===== src/rtl/core/rkm_pkg.sv =====
// ----------------------------------------------------------------------------
// rkm_pkg
// Shared types and constants for the random k-of-n bit mask block.
// ----------------------------------------------------------------------------
package rkm_pkg;

  localparam int WORD_W     = 32;
  localparam int CNT_W      = 9;
  localparam int IDX_W      = 5;
  localparam int LEN_W      = 6;
  localparam int CFG_ADDR_W = 1;
  localparam int CFG_DATA_W = 9;
  localparam int TDATA_IN_W = 32;
  localparam int TDATA_OUT_W = 16;
  localparam int FIELD_LIMIT = 32;

  localparam logic [WORD_W-1:0] WORD_MAX = 32'hFFFF_FFFF;

  localparam logic [CFG_ADDR_W-1:0] CFG_MASK_BYTES = 1'b0;
  localparam logic [CFG_ADDR_W-1:0] CFG_PICK_COUNT = 1'b1;

  typedef struct packed {
    logic              start;
    logic [WORD_W-1:0] dividend;
    logic [CNT_W-1:0]  divisor;
  } div_req_t;

  typedef struct packed {
    logic             done;
    logic [CNT_W-1:0] rem;
  } div_rsp_t;

endpackage


===== src/rtl/core/random_k_of_n_bit_mask_top.sv =====
// ----------------------------------------------------------------------------
// random_k_of_n_bit_mask_top
// Selection sampling of a byte mask with exactly min(pick_count, mask bits) bits set.
// ----------------------------------------------------------------------------
// Usage:
//   in_*  : one 32-bit random word per transfer. The block is busy while a
//           word is processed and drops in_tready until it is done.
//   out_* : one mask byte per transfer, tdata[7:0] mask byte, tdata[12:8] byte
//           index, tlast on the final byte of the mask.
//   cfg_* : index 0 mask_bytes, index 1 pick_count; any write restarts the run.
// Timing:
//   A word runs two remainder passes on the one shared bit-serial divider
//   and returns to idle, via the emit phase when it completes a byte or
//   ends the run. A rejected word returns after the first pass. A trivial
//   run (no picks, or all positions picked) emits the whole mask at one
//   byte per cycle while out_tready is high, without running the divider.
// Reset:
//   Synchronous, active low; mask_bytes returns to 32, pick_count to 0.
// Backpressure:
//   Bytes sit in an output register; a stalled receiver holds the sequencer
//   in the emit phase until the register is free for the next byte.
// ----------------------------------------------------------------------------
module random_k_of_n_bit_mask_top #(
  parameter int MAX_BYTES = 32
) (
  input  logic                                clk,
  input  logic                                rst_n,
  input  logic                                in_tvalid,
  output logic                                in_tready,
  input  logic [rkm_pkg::TDATA_IN_W-1:0]      in_tdata,   // [31:0] random_word
  output logic                                out_tvalid,
  input  logic                                out_tready,
  output logic [rkm_pkg::TDATA_OUT_W-1:0]     out_tdata,  // [7:0] mask_byte, [12:8] byte_index
  output logic                                out_tlast,
  input  logic                                cfg_wen,
  input  logic [rkm_pkg::CFG_ADDR_W-1:0]      cfg_addr,
  input  logic [rkm_pkg::CFG_DATA_W-1:0]      cfg_wdata
);

  localparam int CAP = (MAX_BYTES < rkm_pkg::FIELD_LIMIT) ? MAX_BYTES : rkm_pkg::FIELD_LIMIT;

  localparam logic [1:0] ST_IDLE = 2'd0;
  localparam logic [1:0] ST_MOD1 = 2'd1;
  localparam logic [1:0] ST_MOD2 = 2'd2;
  localparam logic [1:0] ST_EMIT = 2'd3;

  logic [1:0]                      state_r, state_nxt;
  logic [rkm_pkg::LEN_W-1:0]       mask_bytes_r, mask_bytes_nxt;
  logic [rkm_pkg::CNT_W-1:0]       pick_count_r, pick_count_nxt;
  logic [7:0]                      byte_accum_r, byte_accum_nxt;
  logic [rkm_pkg::CNT_W-1:0]       bit_pos_r, bit_pos_nxt;
  logic [rkm_pkg::CNT_W-1:0]       pos_left_r, pos_left_nxt;
  logic [rkm_pkg::CNT_W-1:0]       picks_left_r, picks_left_nxt;
  logic [rkm_pkg::WORD_W-1:0]      word_r, word_nxt;
  logic [rkm_pkg::IDX_W-1:0]       emit_idx_r, emit_idx_nxt;
  logic [7:0]                      emit_val_r, emit_val_nxt;
  logic [7:0]                      emit_fill_r, emit_fill_nxt;
  logic                            emit_end_r, emit_end_nxt;
  logic                            out_tvalid_r, out_tvalid_nxt;
  logic [rkm_pkg::TDATA_OUT_W-1:0] out_tdata_r, out_tdata_nxt;
  logic                            out_tlast_r, out_tlast_nxt;

  rkm_pkg::div_req_t div_req;
  rkm_pkg::div_rsp_t div_rsp;

  logic [rkm_pkg::LEN_W-1:0]  eff_bytes;
  logic [rkm_pkg::LEN_W-1:0]  eff_bytes_new;
  logic [rkm_pkg::CNT_W-1:0]  total;
  logic                       in_accept;
  logic                       trivial;
  logic                       hit;
  logic [rkm_pkg::CNT_W-1:0]  picks_dec;
  logic [rkm_pkg::CNT_W-1:0]  bit_inc;
  logic [7:0]                 accum_set;
  logic                       run_done;
  logic                       emit_last;
  logic                       reload;

  rkm_div u_div (
    .clk   (clk),
    .rst_n (rst_n),
    .req   (div_req),
    .rsp   (div_rsp)
  );

  always_comb begin
    eff_bytes = mask_bytes_r;
    if (mask_bytes_r == '0) begin
      eff_bytes = 6'd1;
    end else if (mask_bytes_r > 6'(CAP)) begin
      eff_bytes = 6'(CAP);
    end
    eff_bytes_new = mask_bytes_nxt;
    if (mask_bytes_nxt == '0) begin
      eff_bytes_new = 6'd1;
    end else if (mask_bytes_nxt > 6'(CAP)) begin
      eff_bytes_new = 6'(CAP);
    end
  end

  assign total     = {eff_bytes, 3'b000};
  assign in_tready = (state_r == ST_IDLE);
  assign in_accept = in_tvalid && in_tready;
  assign trivial   = (bit_pos_r == '0) &&
                     ((picks_left_r == '0) || (picks_left_r >= pos_left_r));

  assign hit       = div_rsp.rem < picks_left_r;
  assign picks_dec = picks_left_r - rkm_pkg::CNT_W'(hit);
  assign bit_inc   = bit_pos_r + 9'd1;
  assign accum_set = byte_accum_r | (8'(hit) << bit_pos_r[2:0]);
  assign run_done  = (picks_dec == '0) || (bit_inc >= total);
  assign emit_last = emit_end_r && ((6'(emit_idx_r) + 6'd1) == eff_bytes);

  always_comb begin
    state_nxt      = state_r;
    mask_bytes_nxt = mask_bytes_r;
    pick_count_nxt = pick_count_r;
    byte_accum_nxt = byte_accum_r;
    bit_pos_nxt    = bit_pos_r;
    pos_left_nxt   = pos_left_r;
    picks_left_nxt = picks_left_r;
    word_nxt       = word_r;
    emit_idx_nxt   = emit_idx_r;
    emit_val_nxt   = emit_val_r;
    emit_fill_nxt  = emit_fill_r;
    emit_end_nxt   = emit_end_r;
    out_tvalid_nxt = out_tvalid_r && !out_tready;
    out_tdata_nxt  = out_tdata_r;
    out_tlast_nxt  = out_tlast_r;
    reload         = 1'b0;
    div_req.start    = 1'b0;
    div_req.dividend = word_r;
    div_req.divisor  = pos_left_r;

    case (state_r)
      ST_IDLE: begin
        if (in_accept) begin
          if (trivial) begin
            emit_idx_nxt  = '0;
            emit_val_nxt  = (picks_left_r == '0) ? 8'h00 : 8'hFF;
            emit_fill_nxt = (picks_left_r == '0) ? 8'h00 : 8'hFF;
            emit_end_nxt  = 1'b1;
            state_nxt     = ST_EMIT;
          end else begin
            word_nxt         = in_tdata;
            div_req.start    = 1'b1;
            div_req.dividend = rkm_pkg::WORD_MAX;
            state_nxt        = ST_MOD1;
          end
        end
      end
      ST_MOD1: begin
        if (div_rsp.done) begin
          if (word_r >= (rkm_pkg::WORD_MAX - rkm_pkg::WORD_W'(div_rsp.rem))) begin
            state_nxt = ST_IDLE;
          end else begin
            div_req.start    = 1'b1;
            div_req.dividend = word_r;
            state_nxt        = ST_MOD2;
          end
        end
      end
      ST_MOD2: begin
        if (div_rsp.done) begin
          picks_left_nxt = picks_dec;
          pos_left_nxt   = pos_left_r - 9'd1;
          bit_pos_nxt    = bit_inc;
          byte_accum_nxt = accum_set;
          state_nxt      = ST_IDLE;
          if ((bit_inc[2:0] == 3'b000) || run_done) begin
            emit_idx_nxt   = bit_pos_r[7:3];
            emit_val_nxt   = accum_set;
            emit_fill_nxt  = 8'h00;
            emit_end_nxt   = run_done;
            byte_accum_nxt = 8'h00;
            state_nxt      = ST_EMIT;
          end
        end
      end
      ST_EMIT: begin
        if (!out_tvalid_r || out_tready) begin
          out_tvalid_nxt = 1'b1;
          out_tdata_nxt  = {3'b000, emit_idx_r, emit_val_r};
          out_tlast_nxt  = emit_last;
          if (!emit_end_r || emit_last) begin
            state_nxt = ST_IDLE;
            reload    = emit_last;
          end else begin
            emit_idx_nxt = emit_idx_r + 5'd1;
            emit_val_nxt = emit_fill_r;
          end
        end
      end
      default: begin
        state_nxt = ST_IDLE;
      end
    endcase

    if (cfg_wen) begin
      case (cfg_addr)
        rkm_pkg::CFG_MASK_BYTES: mask_bytes_nxt = cfg_wdata[rkm_pkg::LEN_W-1:0];
        rkm_pkg::CFG_PICK_COUNT: pick_count_nxt = cfg_wdata;
        default: ;
      endcase
      reload = 1'b1;
    end

    if (reload) begin
      byte_accum_nxt = 8'h00;
      bit_pos_nxt    = '0;
      pos_left_nxt   = {eff_bytes_new, 3'b000};
      picks_left_nxt = pick_count_nxt;
    end
  end

  always_ff @(posedge clk) begin
    if (!rst_n) begin
      state_r      <= ST_IDLE;
      mask_bytes_r <= 6'd32;
      pick_count_r <= '0;
      byte_accum_r <= 8'h00;
      bit_pos_r    <= '0;
      pos_left_r   <= 9'(CAP * 8);
      picks_left_r <= '0;
      emit_end_r   <= 1'b0;
      out_tvalid_r <= 1'b0;
    end else begin
      state_r      <= state_nxt;
      mask_bytes_r <= mask_bytes_nxt;
      pick_count_r <= pick_count_nxt;
      byte_accum_r <= byte_accum_nxt;
      bit_pos_r    <= bit_pos_nxt;
      pos_left_r   <= pos_left_nxt;
      picks_left_r <= picks_left_nxt;
      emit_end_r   <= emit_end_nxt;
      out_tvalid_r <= out_tvalid_nxt;
    end
    word_r      <= word_nxt;
    emit_idx_r  <= emit_idx_nxt;
    emit_val_r  <= emit_val_nxt;
    emit_fill_r <= emit_fill_nxt;
    out_tdata_r <= out_tdata_nxt;
    out_tlast_r <= out_tlast_nxt;
  end

  assign out_tvalid = out_tvalid_r;
  assign out_tdata  = out_tdata_r;
  assign out_tlast  = out_tlast_r;

endmodule


===== src/rtl/core/rkm_div.sv =====
// ----------------------------------------------------------------------------
// rkm_div
// Shared restoring remainder unit: 32-bit dividend by 9-bit divisor, one
// quotient bit per cycle, remainder valid with a one-cycle done pulse.
// ----------------------------------------------------------------------------
module rkm_div (
  input  logic              clk,
  input  logic              rst_n,
  input  rkm_pkg::div_req_t req,
  output rkm_pkg::div_rsp_t rsp
);

  logic                        busy_r, busy_nxt;
  logic                        done_r, done_nxt;
  logic [5:0]                  count_r, count_nxt;
  logic [rkm_pkg::WORD_W-1:0]  dvd_r, dvd_nxt;
  logic [rkm_pkg::CNT_W-1:0]   dsr_r, dsr_nxt;
  logic [rkm_pkg::CNT_W-1:0]   rem_r, rem_nxt;
  logic [rkm_pkg::CNT_W:0]     trial;

  assign trial = {rem_r, dvd_r[rkm_pkg::WORD_W-1]};

  always_comb begin
    busy_nxt  = busy_r;
    done_nxt  = 1'b0;
    count_nxt = count_r;
    dvd_nxt   = dvd_r;
    dsr_nxt   = dsr_r;
    rem_nxt   = rem_r;
    if (req.start) begin
      busy_nxt  = 1'b1;
      count_nxt = 6'd0;
      dvd_nxt   = req.dividend;
      dsr_nxt   = req.divisor;
      rem_nxt   = '0;
    end else if (busy_r) begin
      if (trial >= {1'b0, dsr_r}) begin
        rem_nxt = rkm_pkg::CNT_W'(trial - {1'b0, dsr_r});
      end else begin
        rem_nxt = trial[rkm_pkg::CNT_W-1:0];
      end
      dvd_nxt   = {dvd_r[rkm_pkg::WORD_W-2:0], 1'b0};
      count_nxt = count_r + 6'd1;
      if (count_r == 6'(rkm_pkg::WORD_W - 1)) begin
        busy_nxt = 1'b0;
        done_nxt = 1'b1;
      end
    end
  end

  always_ff @(posedge clk) begin
    if (!rst_n) begin
      busy_r  <= 1'b0;
      done_r  <= 1'b0;
      count_r <= '0;
    end else begin
      busy_r  <= busy_nxt;
      done_r  <= done_nxt;
      count_r <= count_nxt;
    end
    dvd_r <= dvd_nxt;
    dsr_r <= dsr_nxt;
    rem_r <= rem_nxt;
  end

  assign rsp.done = done_r;
  assign rsp.rem  = rem_r;

endmodule


===== config.mk =====
export PLATFORM = sky130hd
export DESIGN_NAME = random_k_of_n_bit_mask_top
export DESIGN_NICKNAME = d
export VERILOG_FILES = /design/src/rtl/core/rkm_pkg.sv /design/src/rtl/core/random_k_of_n_bit_mask_top.sv /design/src/rtl/core/rkm_div.sv
export SDC_FILE = /design/constraint.sdc
export NUM_CORES = 1
export LEC_CHECK = 0
export ABC_AREA = 1
export CORE_MARGIN = 5
export CORE_UTILIZATION = 59
export DETAILED_ROUTE_END_ITERATION = 8
export DONT_BUFFER_PORTS = 1
export GPL_ROUTABILITY_DRIVEN = 0
export PLACE_DENSITY = 0.75
export SKIP_LAST_GASP = 1
export SLEW_MARGIN = 15
export SYNTH_ARGS = -nofsm -noshare
export SYNTH_HDL_FRONTEND = slang
export SYNTH_SLANG_ARGS = --single-unit

===== constraint.sdc =====
create_clock -name clk -period 7.3 [get_ports clk]
set_input_delay 1.095 -clock clk [delete_from_list [all_inputs] [get_ports clk]]
set_output_delay 1.095 -clock clk [all_outputs]
set_load 0.02 [all_outputs]

==> Word level (Yosys, flattened, before mapping) <==
Cells that the tools add are included.
{ "word_totals": {"register_bits": 179, "inputBits": 47, "out_inout_bits": 19} }
{ "classes": {"n_addsub": 8, "order_cmp": 7, "n_eq_ne": 13, "shifts": 1, "muxes": 65, "n_bitwise": 4, "n_reduce_logical": 34} }
{ "ops": {"columns": ["op", "n"], "rows": [
  ["$mux 33", 4],
  ["$mux 9", 9],
  ["$mux 8", 10],
  ["$pmux 33 s2", 1],
  ["$mux 32", 2],
  ["$mux 6", 6],
  ["$ge 32x32->1", 1],
  ["$mux 5", 6],
  ["$logic_not 9->1", 3],
  ["$pmux 8 s3", 1],
  ["$ge 9x9->1", 2],
  ["$mux 2", 8],
  ["$pmux 8 s2", 1],
  ["$pmux 5 s3", 1],
  ["$mux 1", 14],
  ["$gt 6x6->1 const B", 2],
  ["$logic_not 6->1", 2],
  ["$sub 1x10->11 const A", 1],
  ["$ge 10x9->1", 1],
  ["$reduce_and 5->1", 2],
  ["$add 9x1->9 const B", 1],
  ["$lt 9x9->1", 1],
  ["$sub 9x1->9", 1],
  ["$sub 9x1->9 const B", 1],
  ["other kinds (27)", 51]
]} }

==> Logic depth before layout (Yosys ltp) <==
{ "logic_depth": {"word_depth": 12, "ltp_mapped": 21, "ltp_nobuf": 21} }

==> By module <==
Synthesis repeated with hierarchy kept, for this count alone.
{ "unflattened": {"hier_cells": 1131, "area_unflattened_um2": 9193.8} }
{ "by_module_without_submodules": {"columns": ["module", "instances", "cells_each", "area_each_um2", "seq_area_each_um2"], "rows": [
  ["random_k_of_n_bit_mask_top", 1, 781, 6264.8, 2882.8],
  ["rkm_div", 1, 350, 2929.1, 1571.5]
]} }

==> Worst setup path after synthesis <==
No wires, ideal clock.
{ "synth_path": {"path_kind": "flip-flop to flip-flop", "from": "reg picks_left_r[8] in the netlist's numbering", "to": "reg emit_idx_r[0] in the netlist's numbering (enable)", "setup_ns": 0.400, "arrival_ns": 3.234, "setup_slack_ns": 3.667, "path_stages_with_launch": 19, "period_less_slack_ns": 3.633, "cell_sequence": "dfxtp_1 -> inv_1 -> ha_1 -> nand2_1 -> nor2_1 -> o211ai_1 -> nand3_1 -> inv_1 -> ha_1 -> ha_1 -> xnor2_1 -> nand3_1 -> nor2_1 -> nand2_1 -> nor2_1 -> nand3_1 -> nand4_1 -> inv_1 -> nor3_1"} }
{ "synth_via": {"elab_chain_len": 7} }
{ "synth_lines": {"columns": ["item", "line", "source"], "rows": [
  ["start: declaration", "random_k_of_n_bit_mask_top.sv:53", "logic [rkm_pkg::CNT_W-1:0] picks_left_r, picks_left_nxt;"],
  ["start signal: assignment", "random_k_of_n_bit_mask_top.sv:234", "picks_left_r <= picks_left_nxt;"],
  ["$lt 9x9->1", "random_k_of_n_bit_mask_top.sv:107", "assign hit = div_rsp.rem < picks_left_r;"],
  ["$sub 9x1->9", "random_k_of_n_bit_mask_top.sv:108", "assign picks_dec = picks_left_r - rkm_pkg::CNT_W'(hit);"],
  ["$logic_not 9->1", "random_k_of_n_bit_mask_top.sv:111", "assign run_done = (picks_dec == '0) || (bit_inc >= total);"],
  ["$logic_or 1x1->1", "random_k_of_n_bit_mask_top.sv:111", null],
  ["$logic_or 1x1->1", "random_k_of_n_bit_mask_top.sv:170", "if ((bit_inc[2:0] == 3'b000) || run_done) begin"],
  ["$ne 2x2->1 (no line)", null, null],
  ["$reduce_and 7->1 (no line) (*)", null, null],
  ["end signal: assignment", "random_k_of_n_bit_mask_top.sv:239", "emit_idx_r <= emit_idx_nxt;"],
  ["end: declaration", "random_k_of_n_bit_mask_top.sv:55", "logic [rkm_pkg::IDX_W-1:0] emit_idx_r, emit_idx_nxt;"]
]} }
Every way passes the cells marked *; elsewhere a longest branch is shown, timed or not.
A chain may end at the register's enable or synchronous reset.

==> Worst setup path in the final report <==
{ "layout_path": {"from": "reg picks_left_r[8] in the netlist's numbering", "to": "reg emit_val_r[5] (enable)"} }
{ "layout_via": {"elab_chain_len": 7} }
{ "layout_lines": {"columns": ["item", "line", "source"], "rows": [
  ["$lt 9x9->1", "random_k_of_n_bit_mask_top.sv:107", null],
  ["$sub 9x1->9", "random_k_of_n_bit_mask_top.sv:108", null],
  ["$logic_not 9->1", "random_k_of_n_bit_mask_top.sv:111", null],
  ["$logic_or 1x1->1", "random_k_of_n_bit_mask_top.sv:111", null],
  ["$logic_or 1x1->1", "random_k_of_n_bit_mask_top.sv:170", null],
  ["$ne 2x2->1 (no line)", null, null],
  ["$reduce_and 7->1 (no line) (*)", null, null],
  ["end signal: assignment", "random_k_of_n_bit_mask_top.sv:240", "emit_val_r <= emit_val_nxt;"],
  ["end: declaration", "random_k_of_n_bit_mask_top.sv:56", "logic [7:0] emit_val_r, emit_val_nxt;"]
]} }
Marks and branches as above.

==> run_results.csv <==
group,metric,value,unit
power_and_ir_drop,ir_drop,0.216,mV
power_and_ir_drop,power.switching,1180,µW
worst_setup_path,critPathLaunchType,"register",
die,row_count,45,
route,ant_nets,0,
finish,nFillCells,1251,
placement,dp_hpwl,13.6,mm
timing,setup_viol,0,
die,die_y,133,µm
finish,drive_gt1_share,6.81,%
worst_setup_path,arrival,4410,ps
global_routing,grt_pass1_vias,6728,
clock_network,cts_setup_buffers,0,
finish,area_growth,7.34,%
route,routed_via_density,5.64,
route,first_iter_violations,670,
die,core_area,0.0150,mm²
timing,worst_pin_slew,1060,ps
power_and_ir_drop,p_int,2120,µW
yosys,yosysSeqAreaShare,49.7,%
timing,finalClockSkew,14.4,ps
worst_setup_path,crit_type,"register to register",
yosys,syn_area,0.00897,mm²
clock_network,cts_tree,"built",
finish,finalNetCount,1127,
clock_network,clk_pin_slew,60,ps
route,wl_met3,1.14,mm
clock_network,clock-sinks,172,
timing,post-route-min-period,4280,ps
yosys,synth_seq_cells,172,
clock_network,clock_path_buffers,2,
route,route.detailed.drc,0,
power_and_ir_drop,seq_power_share,44.1,%
timing,hold_slack,421,ps
yosys,synth-edff-count,101,
placement,dpl.cell_count,1199,
worst_hold_path,hold_path.class,"register to register",
timing,fin_tns_setup,0,ps
route,wl,19.7,mm
power_and_ir_drop,combPwrFrac,29.2,%
route,drt-met1-wl,9.20,mm
die,initial_utilization,59.6,%
clock_network,cts-root-buf,"clkbuf_16",
timing,maxSlewHeadroom,29.5,%
timing,hold_viol_final,0,
route,highest_layer,"met4",
yosys,synth_top_area_cell,"edfxtp_1",
route,vias,6948,
power_and_ir_drop,swShare,35.8,%
power_and_ir_drop,p_per_area,343,mW/mm²
worst_setup_path,slowest_delay,830,ps
timing,max_freq,0.234,GHz
clock_network,cts_buffers,17,
finish,final_common_cell,"nand2_1",
finish,stdcell_count,1232,
clock_network,htree_levels,4,
die,boundaryPins,66,
die,die_x,133,µm
power_and_ir_drop,p_leak,0.00413,µW
worst_setup_path,cp-end-kind,"register",
worst_setup_path,cp_max_fo,8,
route,first_pass_iters,6,
global_routing,grt_pass1_wl,32.9,mm
job,cap_violations,0,
global_routing,overflow,0,
worst_setup_path,worstPathRequired,7440,ps
finish,final_cell_mix,"228 x nand2_1, 108 x nor2_1, 104 x inv_1",
global_routing,grt_util_all_layers,23.0,%
power_and_ir_drop,p_clk_share,26.7,%
route,met2WireLength,8.75,mm
worst_setup_path,slowest_stage,"nor3_1",
yosys,synth_warnings,0,
die,die_area,0.0178,mm²
timing,maxSlewViolCount,0,
outcome,status,"finished clean",
yosys,synth.distinct_cells,48,
worst_setup_path,path_cells,"inv_1 -> ha_1 -> nand2_1 -> nor2_1 -> o211ai_1 -> nand3_1 -> inv_1 -> ha_1 -> ha_1 -> xnor2_1 -> nand3_1 -> nor2_1 -> nand2_1 -> nor2_1 -> nand3_1 -> nand4_1 -> inv_1 -> nor3_1 -> buf_4",
route,routedWlPerCell,16.0,µm
clock_network,cts_hold_buf,0,
yosys,ys.flop_type,"edfxtp_1",
clock_network,clk_latency,440,ps
global_routing,antenna_found_initial,1,
placement,portBuffers,0,
global_routing,grt_max_degree,64,
timing,rsz0062_at_grt,"false",
yosys,netlist_instances,1039,
yosys,syn_area_per_cell,8.63,µm²
yosys,synth_top_area_share,33.8,%
timing,min_period_over_period,58.6,%
clock_network,cts_resized,0,
yosys,synth.area.top_cells,"edfxtp_1 34%, dfxtp_1 16%, nand2_1 9.5%",
yosys,synthArstFlopShare,0,%
==> state kept, by name, indices dropped and copies added, names as in the netlist, 6 cells and up <==
| register | cells |
|---|---|
| u_div.count_r | 6 |
| u_div.dsr_r | 9 |
| mask_bytes_r | 6 |
| word_r | 32 |
| picks_left_r | 9 |
| u_div.rem_r | 9 |
| byte_accum_r | 8 |
| pick_count_r | 9 |
| u_div.dvd_r | 32 |
| emit_val_r | 8 |
| out_tdata | 13 |
| bit_pos_r | 9 |
| pos_left_r | 9 |
==> synth_stat cells (4+ instances only) <==
library cell,number
a21oi_1,52
buf_2,7
buf_4,6
clkbuf_1,17
dfxtp_1,71
edfxtp_1,101
ha_1,49
inv_1,105
inv_2,6
mux2i_1,6
nand2_1,228
nand2_2,6
nand3_1,81
nand4_1,20
nor2_1,108
nor3_1,15
nor4_1,4
o21a_1,4
o21ai_0,70
o21bai_1,7
o22ai_1,4
or2_2,8
xnor2_1,6
xor2_1,20
==> cells by family after synthesis <==
| logic type | after synthesis | share of synthesized area [%] |
|---|---|---|
| AO/OA/AOI/OAI | 154 | 9.42 |
| XOR/XNOR | 26 | 2.54 |
| adder cells (fa/ha/maj) | 50 | 7.06 |
| buffers and inverters | 147 | 6.85 |
| flip-flops | 172 | 49.7 |
| multiplexers | 6 | 0.670 |
| other | 1 | 0.0418 |
| AND/OR/NAND/NOR | 483 | 23.7 |
==> through the flow <==
stage	utilization (%)	instance area, µm²	worst slack (ps)	power (µW)
floorplan	-	8970	3670	2190
global placement	60.2	9050	3260	2390
detailed placement	60.2	9050	3070	2420
CTS	64.0	9620	3050	3290
global route	64.0	9620	2680	3520
finish	64.0	9620	3020	3300
==> final timing paths <==
| path | end | cells past startpoint | start | slack [ps] |
|---|---|---|---|---|
| setup / recovery | emit_val_r[5]$_DFFE_PP_ | 19 | picks_left_r[8]$_SDFFE_PN0P_ | 3020 |
| hold / removal | out_tdata[5]$_DFFE_PP_ | 0 | emit_val_r[5]$_DFFE_PP_ | 420 |
| setup reg to reg | emit_val_r[5]$_DFFE_PP_ | 19 | picks_left_r[8]$_SDFFE_PN0P_ | 3020 |
| hold reg to reg | out_tdata[5]$_DFFE_PP_ | 0 | emit_val_r[5]$_DFFE_PP_ | 420 |
==> worst max-delay path: cells and delay by family, from the launching register on <==
kind | cells | cell delay [ps]
AO/OA/AOI/OAI | 1 | 110
XOR/XNOR | 1 | 220
adder cells (fa/ha/maj) | 3 | 780
buffers and inverters | 4 | 570
flip-flops | 1 | 370
AND/OR/NAND/NOR | 10 | 1930
==> power by group through the flow <==
stage / Clock [µW] / Sequential (µW) / Combinational, µW
after global placement: 0 / 1470 / 923
after floorplan: 0 / 1420 / 769
final: 882 / 1450 / 963
after CTS: 886 / 1450 / 957
after detailed placement: 0 / 1470 / 947
after global routing: 944 / 1480 / 1100
==> routing by layer <==
metal	vias to the layer above	track usage [%]
met4	0	9.66
met5	-	0
met3	42	5.78
met2	214	35.2
met1	3218	31.3
li1	3474	-
==> final cells by class <==
type / instances / area, µm² / area share [%]
Clock inverter: 13 / 136 / 1.42
Inverter: 112 / 420 / 4.37
Multi-Input combinational cell: 722 / 3910 / 40.6
Timing Repair Buffer: 5 / 37.5 / 0.390
Sequential cell: 172 / 4450 / 46.3
Tap cell: 188 / 235 / 2.44
Antenna cell: 1 / 2.50 / 0.0260
Clock buffer: 19 / 433 / 4.50
Note: power is estimated with default switching activity, not from simulation.
